`config.mk`:
```
export PLATFORM = sky130hd
export DESIGN_NAME = tcc_isqrt
export DESIGN_NICKNAME = d
export VERILOG_FILES = /design/src/hdl/tcc_pkg.sv /design/src/hdl/tcc_isqrt.sv
export SDC_FILE = /design/constraint.sdc
export NUM_CORES = 2
export LEC_CHECK = 0
export BUFFER_PORTS_ARGS = -buffer_cell sky130_fd_sc_hd__buf_2
export CAP_MARGIN = 0
export CORE_MARGIN = 2
export CORE_UTILIZATION = 60
export DETAILED_ROUTE_END_ITERATION = 12
export HOLD_SLACK_MARGIN = 0.05
export PLACE_DENSITY_LB_ADDON = 0.25
export SLEW_MARGIN = 10
export SYNTH_ARGS = -nofsm -noshare
export SYNTH_HDL_FRONTEND = slang
export SYNTH_SLANG_ARGS = --single-unit
```
`constraint.sdc`:
```
create_clock -name clk -period 4.69 [get_ports clk]
set_clock_uncertainty 0.1 [all_clocks]
set_input_delay 0.938 -clock clk [delete_from_list [all_inputs] [get_ports clk]]
set_output_delay 0.938 -clock clk [all_outputs]
set_load 0.01 [all_outputs]
```
`src/hdl/tcc_pkg.sv`:
```
`timescale 1ns / 1ps
// ----------------------------------------------------------------------------
// tcc_pkg
// Shared types and constants of the tilt-compensated compass datapath.
// ----------------------------------------------------------------------------
package tcc_pkg;

  // cordic iteration count and unit latencies
  localparam int ITERS      = 16;
  localparam int SQRT_LAT   = 32;
  localparam int ATAN_LAT   = ITERS + 1;
  localparam int SINCOS_LAT = ITERS;

  // datapath widths: atan2 operands, angles (q3.16 rad), sin/cos (q.16)
  localparam int CW = 40;
  localparam int AW = 20;
  localparam int SW = 20;

  localparam logic signed [AW-1:0] HALF_PI_Q16  = AW'(102944);
  localparam logic signed [AW:0]   TWO_PI_Q16   = (AW+1)'(411775);
  localparam logic signed [SW-1:0] CORDIC_XINIT = SW'(39797);
  localparam logic [21:0]          DEG_MULT     = 22'd3754937;
  localparam logic [10:0]          TILT_MAX     = 11'd90;
  localparam logic [10:0]          HEAD_MAX     = 11'd359;

  // round(atan(2^-i) * 2^16)
  localparam logic signed [AW-1:0] ATAN_TAB [ITERS] = '{
    AW'(51472), AW'(30385), AW'(16055), AW'(8150), AW'(4091), AW'(2047),
    AW'(1024), AW'(512), AW'(256), AW'(128), AW'(64), AW'(32), AW'(16),
    AW'(8), AW'(4), AW'(2)
  };

  typedef struct packed {
    logic signed [15:0] mag_x;
    logic signed [15:0] mag_y;
    logic signed [15:0] mag_z;
    logic signed [15:0] accel_x;
    logic signed [15:0] accel_y;
    logic signed [15:0] accel_z;
  } in_t;

  typedef struct packed {
    logic signed [7:0] pitch_deg;
    logic signed [7:0] roll_deg;
    logic [8:0]        heading_deg;
  } out_t;

endpackage

```
`src/hdl/tcc_isqrt.sv`:
```
`timescale 1ns / 1ps
// ----------------------------------------------------------------------------
// tcc_isqrt
// Pipelined floor square root of sum_sq * 2^32, one result bit per stage.
// ----------------------------------------------------------------------------
module tcc_isqrt (
  input  logic        clk,
  input  logic        rst_n,
  input  logic        in_valid,
  input  logic [31:0] sum_sq,
  output logic        out_valid,
  output logic [31:0] root
);
  import tcc_pkg::*;

  logic [63:0]         rem_r   [SQRT_LAT];
  logic [63:0]         rem_nxt [SQRT_LAT];
  logic [63:0]         res_r   [SQRT_LAT];
  logic [63:0]         res_nxt [SQRT_LAT];
  logic [SQRT_LAT-1:0] vld_r;

  // one restoring step per stage
  always_comb begin
    logic [63:0] rem_in;
    logic [63:0] res_in;
    logic [63:0] bitv;
    logic [63:0] trial;
    for (int k = 0; k < SQRT_LAT; k++) begin
      if (k == 0) begin
        rem_in = {sum_sq, 32'd0};
        res_in = '0;
      end else begin
        rem_in = rem_r[k-1];
        res_in = res_r[k-1];
      end
      bitv  = 64'd1 << (62 - 2 * k);
      trial = res_in + bitv;
      if (rem_in >= trial) begin
        rem_nxt[k] = rem_in - trial;
        res_nxt[k] = (res_in >> 1) + bitv;
      end else begin
        rem_nxt[k] = rem_in;
        res_nxt[k] = res_in >> 1;
      end
    end
  end

  always_ff @(posedge clk) begin
    for (int k = 0; k < SQRT_LAT; k++) begin
      rem_r[k] <= rem_nxt[k];
      res_r[k] <= res_nxt[k];
    end
  end

  // valid travels with the data
  always_ff @(posedge clk) begin
    if (!rst_n) begin
      vld_r <= '0;
    end else begin
      vld_r <= {vld_r[SQRT_LAT-2:0], in_valid};
    end
  end

  assign out_valid = vld_r[SQRT_LAT-1];
  assign root      = res_r[SQRT_LAT-1][31:0];

endmodule

```
* Yosys cells after proc, flatten, opt, wreduce, memory -nomap -nowiden
Memory sizes are Yosys's and may differ from the RTL's.
Index checks and enable logic that the tools add are counted.
** Word-level totals
- Output and inout port bits :: 33
- Register bits after elaboration :: 32
- Bits in writable memories :: 4096
- Memories kept :: 2
** Cells by class
- Add/sub/neg operators :: 94
- Order comparisons :: 32
- Mux-type cells :: 64
** Memory list
- rem_r :: depth 32, width 64, read ports 31, clocked after memory_dff 0, wr ports 32, RTL line tcc_isqrt.sv:16 : logic [63:0] rem_r [SQRT_LAT];
- res_r :: depth 32, width 64, read ports 32, clocked after memory_dff 0, wr ports 32, RTL line tcc_isqrt.sv:18 : logic [63:0] res_r [SQRT_LAT];
** Operators by type and width (number)
- 2-to-1 mux 64 bit :: 63
- greater-or-equal comparator 64 bit :: 31
- subtractor 64 bit :: 31
- adder 63 x 1 -> 64 bit (second input constant) :: 1
- adder 63 x 11 -> 64 bit (second input constant) :: 1
- adder 63 x 13 -> 64 bit (second input constant) :: 1
- adder 63 x 15 -> 64 bit (second input constant) :: 1
- adder 63 x 17 -> 64 bit (second input constant) :: 1
- adder 63 x 19 -> 64 bit (second input constant) :: 1
- adder 63 x 21 -> 64 bit (second input constant) :: 1
- adder 63 x 23 -> 64 bit (second input constant) :: 1
- adder 63 x 25 -> 64 bit (second input constant) :: 1
- adder 63 x 27 -> 64 bit (second input constant) :: 1
- adder 63 x 29 -> 64 bit (second input constant) :: 1
- adder 63 x 3 -> 64 bit (second input constant) :: 1
- adder 63 x 31 -> 64 bit (second input constant) :: 1
- adder 63 x 33 -> 64 bit (second input constant) :: 1
- adder 63 x 35 -> 64 bit (second input constant) :: 1
- adder 63 x 37 -> 64 bit (second input constant) :: 1
- adder 63 x 39 -> 64 bit (second input constant) :: 1
- adder 63 x 41 -> 64 bit (second input constant) :: 1
- adder 63 x 43 -> 64 bit (second input constant) :: 1
- adder 63 x 45 -> 64 bit (second input constant) :: 1
- adder 63 x 47 -> 64 bit (second input constant) :: 1
- other kinds (44) :: 44

* Depth between registers and ports, before layout
An unclocked memory read counts as a cell.
- Depth in word-level cells :: 4
- Mapped depth :: 16

* Worst setup path before layout
OpenSTA, ideal clock, no wires.
- Path kind :: reg-to-reg
- Start point :: mem rem_r[27][8] (netlist: rem_r[1][712])
- End point :: mem rem_r[28][49] (netlist: rem_r[1][817])
- Path slack :: 1.124 ns
- Setup time :: 0.120 ns
- Arrival :: 3.345 ns
- Clock period less this slack :: 3.566 ns
- Stages on the path, launching flop included :: 14
- Data required time :: 4.470 ns
- Path through :: dfxtp_1 -> ha_1 -> inv_1 -> fa_1 -> nor2b_1 -> o31a_1 -> o221a_2 -> a21boi_0 -> o21a_1 -> o211a_1 -> or4_1 -> or4_1 -> nand2b_1 -> xnor2_1
** RTL lines (RTL line)
- from (decl) :: tcc_isqrt.sv:16

==> impl_metrics.toml <==
[outcome]
outcome = "completed"

[cts]
cts_resized = 0
cts.sinks = 1777
cts_setup_buffers = 0
path_clk_slew_ps = 70
htree_levels = 4
clockBufferDepth = 3
clock_latency_ps = 830
root_buffer = "clkbuf_16"
cts_buffers = 173
cts-hold-fix-buffers = 7
cts_tree = "done"

[placement]
io_buffers = 67
routabilityCongestion = 0.942
dp_hpwl_um = 134000

[global_routing]
grt_max_degree = 51
grt_pass1_vias = 57200
grt_pass1_wl_um = 285000
grt_usage_pct = 26.3
antenna_found_initial = 1
gr-total-overflow = 0

[sta]
timing.fmax_mhz = 236
slew_headroom_pct = 27.3
fin_crit_ps = 4230
finalSetupViolCount = 0
fin_crit_sh_pct = 90.2
hold_slack_ps = 120
finalMaxSlewViolations = 0
worst_pin_slew_ps = 1080
rsz0062_at_grt = "false"
fin_tns_setup_ps = 0
hold_violations = 0

[drt]
dr_wl_met2_um = 84600
wl_met1_um = 76100
first_pass_iters = 6
vias_per_cell = 5.66
topRoutingLayerUsed = "met4"
vias = 57700
drt_wl_total_um = 174000
drt_iter0_markers = 3530
drt.antenna.violating_nets = 0
post_drt_wl_per_cell_um = 17.1
drc_errors = 0
met3WireLength_um = 7870

[floorplan]
dieWidth_um = 361
die_area_um2 = 131000
start_util_pct = 60.3
rows = 131
core_area_um2 = 127000
pin_count = 68
fp.dieH_um = 361

[critical_path]
crit_fanout = 5
path_class = "reg2reg"
path_cells = "ha_1 > fa_1 > a211oi_1 > o21ai_0 > a21oi_1 > buf_4 > o21ai_0 > nand3_1 > a21oi_1 > a311oi_1 > nand3_1 > nor3_1 > xor2_1"
reg2regPathDepth = 13
reg2reg_from = "rem_r[1][526]"
slowest_delay_ps = 650
r2r_slack_ps = 460
r2r_end = "rem_r[1][636]"
start_kind = "flip-flop"
crit_path_end_kind = "flip-flop"
crit_arrival_ps = 4860
slowest_stage = "a311oi_1"
crit_required_ps = 5320

[power_and_ir_drop]
cellLeakagePower_uw = 0.0403
p_total_uw = 50900
pwr_density_cell_nw_per_um2 = 598
vdd_drop_max_mv = 0.509

[synthesis]
synth_area_leaders = "dfxtp_1 46%, ha_1 8.6%, xor2_1 4.8%, xnor2_1 4.5%, a21oi_1 3.4%"
syn_nets = 8830
yosysUniqueCellTypes = 91
async_flop_share_pct = 0
yosys.area.top_type = "dfxtp_1"
synth-edff-count = 0
synth-seq-cells = 1777
synth_seq_area_share_pct = 46.4
netlist_instances = 8253
dominantRegCellSynth = "dfxtp_1"
yosysWarningCount = 0
synth_top_cell_area_share_pct = 46.4
synth_area_um2 = 76700
avgSynthCellArea_um2 = 9.29

[layout]
nets = 8963
drive_above_1_share_pct = 6.20
post-route-util_pct = 67.0
diodes = 0
area_growth_pct = 11.1

[run]
cap_violations = 0

[hold_path]
min_to = "rem_r[0][39]"
hold_depth = 1
holdCritPathClass = "in2reg"
hp-start = "sum_sq[7]"
-- cell type report --
| cell class | count | area (µm²) |
|---|---|---|
| inverters | 681 | 2560 |
| flip-flops and latches | 1777 | 35600 |
| fillers | 10100 | 42000 |
| well taps | 1662 | 2080 |
| clock inverters | 83 | 1430 |
| repair buffers | 120 | 763 |
| multi-input cells | 5633 | 37900 |
| clock buffers | 228 | 4850 |
-- sequential cells by signal, indices dropped and copies added, names as in the netlist --
| name | cells |
|---|---|
| vld_r | 32 |
| res_r | 528 |
| rem_r | 1217 |
-- where the power goes --
part | switching [µW] | internal, µW
registers | 3610 | 19100
clock network | 5980 | 8810
logic | 7500 | 5960
total | 17100 | 33800
-- metal layers --
layer | up-vias | global-route usage, %
met5 | - | 0
met4 | 0 | 9.40
met3 | 363 | 3.96
met2 | 1331 | 46.4
met1 | 27100 | 32.5
li1 | 28900 | -
-- stage by stage --
stage | instances | setup WS (ps) | instance area, µm²
after floorplan | 8253 | 1120 | 76700
after global placement | 9866 | 573 | 78800
after detailed placement | 9866 | 537 | 78800
after CTS | 10200 | 516 | 85200
after global routing | 10200 | 83.5 | 85200
final | 10200 | 460 | 85200
-- critical path, delay by kind of cell, from the launching register on --
family	cells	cell delay, ps
compound gates	6	1780
xor+xnor	1	160
fa+ha+maj	2	710
buf+inv	1	190
flops	1	370
simple gates	3	820
-- how the worst max path moves through the flow --
| stage | startpoint | end | slack, ps | cells after the start |
|---|---|---|---|---|
| after floorplan | rem_r[1][712] | rem_r[1][817] | 1120 | 13 |
| after global placement | rem_r[1][836] | rem_r[1][955] | 570 | 14 |
| after detailed placement | rem_r[1][836] | rem_r[1][951] | 540 | 14 |
| after CTS | rem_r[1][836] | rem_r[1][951] | 520 | 14 |
| after global routing | rem_r[1][836] | rem_r[1][951] | 80 | 14 |
| final | rem_r[1][526] | rem_r[1][636] | 460 | 13 |
-- placed cells by master (no fill, tap or decap), types with 218 or more instances in the layout --
| master | count |
|---|---|
| a21o_1 | 218 |
| a21oi_1 | 516 |
| dfxtp_1 | 1777 |
| ha_1 | 527 |
| inv_1 | 675 |
| nand2_1 | 637 |
| nor2_1 | 550 |
| nor3_1 | 253 |
| o21ai_0 | 488 |
| xnor2_1 | 395 |
| xor2_1 | 422 |
-- cells in the mapped netlist (all sizes together) (54+ instances only) --
library cell,instances
or3,106
and2,60
nand2,637
mux2,59
a211oi,54
nor4,175
inv,679
a21o,219
dfxtp,1777
nor2b,82
o21ai,494
xor2,422
nor3,255
o21a,106
xnor2,395
nand3,145
o31ai,66
nand2b,102
nor2,551
clkbuf,142
a21oi,518
or4,64
nand4,77
ha,527
-- cells by family after synthesis --
kind of cell / share of synthesized area [%]
buf+inv: 4.18
xor+xnor: 9.33
compound gates: 14.3
simple gates: 15.8
flops: 46.4
fa+ha+maj: 8.99
mux: 0.984
Power figures use the tool's default switching activity.
