[src/hdl/tcc_pkg.sv]
`timescale 1ns / 1ps
// ----------------------------------------------------------------------------
// tcc_pkg
// Shared types and constants of the tilt-compensated compass datapath.
// ----------------------------------------------------------------------------
package tcc_pkg;

  // cordic iteration count and unit latencies
  localparam int ITERS      = 16;
  localparam int SQRT_LAT   = 32;
  localparam int ATAN_LAT   = ITERS + 1;
  localparam int SINCOS_LAT = ITERS;

  // datapath widths: atan2 operands, angles (q3.16 rad), sin/cos (q.16)
  localparam int CW = 40;
  localparam int AW = 20;
  localparam int SW = 20;

  localparam logic signed [AW-1:0] HALF_PI_Q16  = AW'(102944);
  localparam logic signed [AW:0]   TWO_PI_Q16   = (AW+1)'(411775);
  localparam logic signed [SW-1:0] CORDIC_XINIT = SW'(39797);
  localparam logic [21:0]          DEG_MULT     = 22'd3754937;
  localparam logic [10:0]          TILT_MAX     = 11'd90;
  localparam logic [10:0]          HEAD_MAX     = 11'd359;

  // round(atan(2^-i) * 2^16)
  localparam logic signed [AW-1:0] ATAN_TAB [ITERS] = '{
    AW'(51472), AW'(30385), AW'(16055), AW'(8150), AW'(4091), AW'(2047),
    AW'(1024), AW'(512), AW'(256), AW'(128), AW'(64), AW'(32), AW'(16),
    AW'(8), AW'(4), AW'(2)
  };

  typedef struct packed {
    logic signed [15:0] mag_x;
    logic signed [15:0] mag_y;
    logic signed [15:0] mag_z;
    logic signed [15:0] accel_x;
    logic signed [15:0] accel_y;
    logic signed [15:0] accel_z;
  } in_t;

  typedef struct packed {
    logic signed [7:0] pitch_deg;
    logic signed [7:0] roll_deg;
    logic [8:0]        heading_deg;
  } out_t;

endpackage

[src/hdl/tcc_sincos.sv]
`timescale 1ns / 1ps
// ----------------------------------------------------------------------------
// tcc_sincos
// Pipelined rotation cordic giving cos and sin of an angle in q.16.
// ----------------------------------------------------------------------------
module tcc_sincos (
  input  logic                          clk,
  input  logic                          rst_n,
  input  logic                          in_valid,
  input  logic signed [tcc_pkg::AW-1:0] angle,
  output logic                          out_valid,
  output logic signed [tcc_pkg::SW-1:0] cos_q,
  output logic signed [tcc_pkg::SW-1:0] sin_q
);
  import tcc_pkg::*;

  logic signed [SW-1:0] x_r   [SINCOS_LAT];
  logic signed [SW-1:0] x_nxt [SINCOS_LAT];
  logic signed [SW-1:0] y_r   [SINCOS_LAT];
  logic signed [SW-1:0] y_nxt [SINCOS_LAT];
  logic signed [AW-1:0] z_r   [SINCOS_LAT];
  logic signed [AW-1:0] z_nxt [SINCOS_LAT];
  logic [SINCOS_LAT-1:0] vld_r;

  // one micro-rotation per stage, first stage starts from the gain constant
  always_comb begin
    logic signed [SW-1:0] x_in;
    logic signed [SW-1:0] y_in;
    logic signed [AW-1:0] z_in;
    logic signed [SW-1:0] xs;
    logic signed [SW-1:0] ys;
    for (int k = 0; k < SINCOS_LAT; k++) begin
      if (k == 0) begin
        x_in = CORDIC_XINIT;
        y_in = '0;
        z_in = angle;
      end else begin
        x_in = x_r[k-1];
        y_in = y_r[k-1];
        z_in = z_r[k-1];
      end
      xs = x_in >>> k;
      ys = y_in >>> k;
      if (z_in >= 0) begin
        x_nxt[k] = x_in - ys;
        y_nxt[k] = y_in + xs;
        z_nxt[k] = z_in - ATAN_TAB[k];
      end else begin
        x_nxt[k] = x_in + ys;
        y_nxt[k] = y_in - xs;
        z_nxt[k] = z_in + ATAN_TAB[k];
      end
    end
  end

  always_ff @(posedge clk) begin
    for (int k = 0; k < SINCOS_LAT; k++) begin
      x_r[k] <= x_nxt[k];
      y_r[k] <= y_nxt[k];
      z_r[k] <= z_nxt[k];
    end
  end

  always_ff @(posedge clk) begin
    if (!rst_n) begin
      vld_r <= '0;
    end else begin
      vld_r <= {vld_r[SINCOS_LAT-2:0], in_valid};
    end
  end

  assign out_valid = vld_r[SINCOS_LAT-1];
  assign cos_q     = x_r[SINCOS_LAT-1];
  assign sin_q     = y_r[SINCOS_LAT-1];

endmodule

[config.mk]
export PLATFORM = sky130hd
export DESIGN_NAME = tcc_sincos
export DESIGN_NICKNAME = d
export VERILOG_FILES = /design/src/hdl/tcc_pkg.sv /design/src/hdl/tcc_sincos.sv
export SDC_FILE = /design/constraint.sdc
export NUM_CORES = 2
export LEC_CHECK = 0
export BUFFER_PORTS_ARGS = -buffer_cell sky130_fd_sc_hd__clkbuf_2
export CAP_MARGIN = 20
export CORE_MARGIN = 10
export CORE_UTILIZATION = 35
export DETAILED_ROUTE_END_ITERATION = 8
export PLACE_DENSITY_LB_ADDON = 0.12
export REMOVE_ABC_BUFFERS = 1
export SYNTH_ARGS = -nofsm -noshare
export SYNTH_HDL_FRONTEND = slang
export SYNTH_SLANG_ARGS = --single-unit
[constraint.sdc]
create_clock -name clk -period 5.45 [get_ports clk]
set_input_delay 1.3625 -clock clk [delete_from_list [all_inputs] [get_ports clk]]
set_output_delay 1.3625 -clock clk [all_outputs]
set_load 0.01 [all_outputs]
======== Word level (Yosys, flattened, before mapping) ========
Memory sizes are Yosys's and may differ from the RTL's.
Index checks and enable logic that the tools add are counted.
operators by class
  multiplexer cells ....................... 47
  eq/ne operators ......................... 0
  bitwise operators ....................... 0
  multiply operators ...................... 0
  div/mod/pow operators ................... 0
  add/sub/neg operators ................... 92
  $lt $le $gt $ge ......................... 16
  reductions and logical operators ........ 0
  shifts and indexed selects .............. 0
operators with widths
  kind                                                   count
  2-to-1 mux 20 bit                                      47
  >= comparator 20 x 1 -> 1 bit (second input constant)  16
  adder 20 x 10 -> 20 bit                                2
  adder 20 x 11 -> 20 bit                                2
  adder 20 x 12 -> 20 bit                                2
  adder 20 x 12 -> 20 bit (second input constant)        2
  adder 20 x 13 -> 20 bit                                2
  adder 20 x 14 -> 20 bit                                2
  adder 20 x 15 -> 20 bit                                2
  adder 20 x 16 -> 20 bit                                2
  adder 20 x 17 -> 20 bit                                2
  adder 20 x 18 -> 20 bit                                2
  adder 20 x 19 -> 20 bit                                2
  adder 20 x 5 -> 20 bit                                 2
  adder 20 x 6 -> 20 bit                                 2
  adder 20 x 7 -> 20 bit                                 2
  adder 20 x 8 -> 20 bit                                 2
  adder 20 x 9 -> 20 bit                                 2
  subtractor 20 x 10 -> 20 bit                           2
  subtractor 20 x 11 -> 20 bit                           2
  subtractor 20 x 12 -> 20 bit                           2
  subtractor 20 x 12 -> 20 bit (second input constant)   2
  subtractor 20 x 13 -> 20 bit                           2
  subtractor 20 x 14 -> 20 bit                           2
  other kinds (38)                                       48
storage, ports and cells
  latch bits .............................. 0
  memory bits (writable) .................. 960
  memories kept ........................... 3
  bits of input ports ..................... 23
  register bits after elaboration ......... 16
  ROM bits ................................ 0
  output and inout port bits .............. 41
memory list
  name  words  bits a word  read ports  clocked after Yosys merged registers in  wr ports  line              source
  x_r   16     20           16          0                                        16        tcc_sincos.sv:17  logic signed [SW-1:0] x_r [SINCOS_LAT];
  y_r   16     20           16          0                                        16        tcc_sincos.sv:19  logic signed [SW-1:0] y_r [SINCOS_LAT];
  z_r   16     20           15          0                                        16        tcc_sincos.sv:21  logic signed [AW-1:0] z_r [SINCOS_LAT];

======== Logic depth before layout (Yosys ltp) ========
An unclocked memory read counts as a cell.
  word-level depth ........................ 3
  depth in mapped cells ................... 20
  gate-level depth less buffers ........... 18

======== Least setup slack after synthesis ========
Ideal clock, no wire load.
  path type ............................... reg-to-reg
  start point ............................. memory z_r[9][19] (netlist: z_r[1][39])
  end point ............................... memory x_r[10][16] (netlist: x_r[1][56])
  clock period less this slack ............ 4.362 ns
  arrival ................................. 4.283 ns
  path buffers ............................ 2
  path slack .............................. 1.088 ns
  required time ........................... 5.371 ns
  stages on the path, launching flop included .. 19
  path through ............................ dfxtp_1 > inv_1 > ha_1 > nor4b_1 > nand4_1 > nor4_1 > nand2b_1 > clkbuf_1 > clkbuf_1 > mux2i_1 > fa_1 > a21o_1 > a21oi_1 > nor2_1 > o21ai_1 > o21ai_1 > a31oi_1 > or4b_1 > o211ai_1
RTL lines
  element      line
  from (decl)  tcc_sincos.sv:21
  to (decl)    tcc_sincos.sv:17

==> summary.md <==
| Metric | Value |
|---|---|
| Chip Width | 434 um |
| Initial antenna violation count | 0 |
| IO buf count | 63 |
| Post-Route WL | 152000 um |
| Starting density of the core | 35.3% |
| Cts bufs inserted | 107 |
| Final hold violations | 0 |
| DR WL/cell | 16.5 um |
| Largest family of logic cells by synthesized area | compound AO/OA/AOI/OAI gates |
| Final hold slack | 0.347 ns |
| Adder-cell share of the synthesized area | 18.7% |
| Inserted Diodes | 0 |
| Filler Cell Count | 17300 |
| Max-slew violations | 0 |
| Overflow after GRT | 0 |
| DRT iter0 DRCs | 2234 |
| Fin crit share | 83.8% |
| Synth Flop Type | dfxtp_1 |
| Post-cts resize count | 0 |
| Cells after DPL | 9046 |
| Final Wtd Congestion | 0.840 |
| # IOs | 64 |
| WS Path Type | flip-flop to flip-flop |
| Via Count | 47300 |
| Simple-gate portion of the synthesized area | 14.0% |
| Status | complete, no violations |
| First-pass GRT wire length | 249000 um |
| Commonest non-fill, non-tap cell in the layout | dfxtp_1 |
| Root Driver | clkbuf_16 |
| Max Fclk | 0.219 GHz |
| Clock transition at path regs | 0.06 ns |
| Vias/cell | 5.12 |
| Slew at the pin closest to its max-slew limit | 1.10 ns |
| First drt pass iteration count | 5 |
| Pre-CTS WS | 0.842 ns |
| Setup ws final | 0.883 ns |
| CP endpoint kind | flip-flop |
| Die area | 189000 um^2 |
| Die Ht | 434 um |
| Synth Register Bits | 892 |
| Avg Synthesized Cell Area | 8.79 um^2 |
| MaxCap Viol Count | 0 |
| Max Buffers Root-to-Sink | 3 |
| Area of the multi-input gates | 40400 um^2 |
| Commonest cells after routing, fill and taps aside | 892 x dfxtp_1, 824 x ha_1, 618 x a21oi_1 |
| Share of layout cells above drive strength 1 | 5.04% |
| Worst skew pair latency | 0.75 ns |
| Xor/xnor share of the synthesized area | 13.0% |
| Distinct cells, synth | 85 |
| Remaining antenna violation count | 0 |
| Mux cell area share after synthesis | 0.825% |
| Post-synth EDFFs | 0 |
| CP Launch Type | flip-flop |
| Floorplan core area | 170000 um^2 |
| Sequential area share after synthesis | 29.7% |
| Count of non-filler cells in the finished layout | 9247 |
| Final setup fails | 0 |
| Max-slew headroom | 26.1% |
| Synthesized area | 60100 um^2 |
| # rows | 151 |
| H-tree depth | 3 |
| Final min period | 4.57 ns |
| Hpwl dp | 125000 um |
| Largest net degree at the start of global routing | 34 |
| TritonCTS clock tree | yes |
| # clock sinks | 892 |
| Vias in the first global route | 47200 |
| Global Route Usage Sum | 15.9% |
| Total negative setup slack | 0 ns |
| Final #Nets | 7829 |
| Growth of design area from synthesis to finish | 11.0% |
| Worst Clk Skew | 0.0309 ns |
| Ys Warns | 0 |
| HP Class | flip-flop to flip-flop |
| Asr flop ratio synth | 0% |
| Worst Path Arrival | 5.16 ns |
| Post-synthesis compound-gate area fraction | 20.8% |
| RSZ-0062 raised after global routing | no |
| Storage cell area | 17900 um^2 |
| Setup Buffers After CTS | 0 |
| Req. time, crit path | 6.04 ns |
| Mapped Cells | 6835 |
| Crit Path Max Fanout | 33 |
| Post-route DRC | 0 |
| # hold bufs at CTS | 0 |
-- cells in the mapped netlist, types with 90 or more instances --
master    count  area share, %
xnor2_1     557            8.1
a21o_1      291            3.6
nor3_1      158            1.3
a211oi_1     90            1.1
dfxtp_1     892             30
o21ai_0     392            3.3
nor2_1      547            3.4
a21oi_1     618            5.2
inv_1       320            2.0
ha_1        824             17
nor2b_1      95           0.99
o21a_1      130            1.6
nor4_1       94           0.98
nand2_1     383            2.4
xor2_1      331            4.8
nand2b_1    107            1.1
-- final timing paths --
| path | endpoint | depth (start not counted) | startpoint | slack [ns] |
|---|---|---|---|---|
| worst min-delay path | z_r[1][4] | 0 | z_r[0][144] | 0.35 |
| worst max register to register | y_r[0][56] | 18 | z_r[0][39] | 0.88 |
| worst min register to register | z_r[1][4] | 0 | z_r[0][144] | 0.35 |
| worst max-delay path | y_r[0][56] | 18 | z_r[0][39] | 0.88 |
-- per-stage QoR --
step	util, %	cell area [um^2]
finish	39.2	66600
global route	39.2	66600
CTS	39.2	66600
detailed placement	37.0	62900
global placement	37.0	62900
floorplan	-	59500
-- registers in the layout (all words and copies together) (netlist names) --
register / flops
x_r: 297
vld_r: 16
z_r: 281
y_r: 298
-- cells by family (layout without fill, tap and decap cells) --
| kind of cell | after synthesis | count (layout) |
|---|---|---|
| adders and majority gates | 869 | 869 |
| buffers and inverters | 433 | 625 |
| and+or+nand+nor | 1725 | 1725 |
| AOI/OAI and AO/OA | 1979 | 1979 |
| other | 2 | 4 |
| DFF | 892 | 892 |
| xor gates and xnor gates | 888 | 888 |
| muxes | 47 | 47 |
-- worst max-delay path, stage by stage, from the launching register on --
cell	delay (ns)
dfxtp_1	0.31
inv_1	0.12
ha_1	0.19
nor4b_1	0.23
nand4_1	0.15
nor4_1	0.45
nor2_2	0.06
buf_4	0.28
nand2_1	0.11
o21ai_0	0.14
fa_1	0.45
a21o_1	0.17
a21oi_1	0.28
o21ai_0	0.19
a221o_1	0.39
a31oi_1	0.47
nor3_1	0.09
a31oi_1	0.17
o2111ai_1	0.15
-- per-layer routing --
metal / part of all wire (%) / vias to the layer above / track usage (%)
met2: 49 / 494 / 28.6
li1: - / 24800 / -
met3: 2.7 / 212 / 1.84
met4: 2.6 / 0 / 4.92
met1: 46 / 21800 / 19.7
met5: 0 / - / 0
-- final cells by class --
class                   count  area share (%)
well taps                2218            4.16
clock buffers             148            4.60
inverters                 321            1.81
clock inverters            53            1.04
multi-input cells        5512            60.7
repair buffers            103           0.924
flip-flops and latches    892            26.8
Power is left out: the tool's default activity adds up to more than one toggle a clock period on the data nets, which glitch-free logic cannot reach.
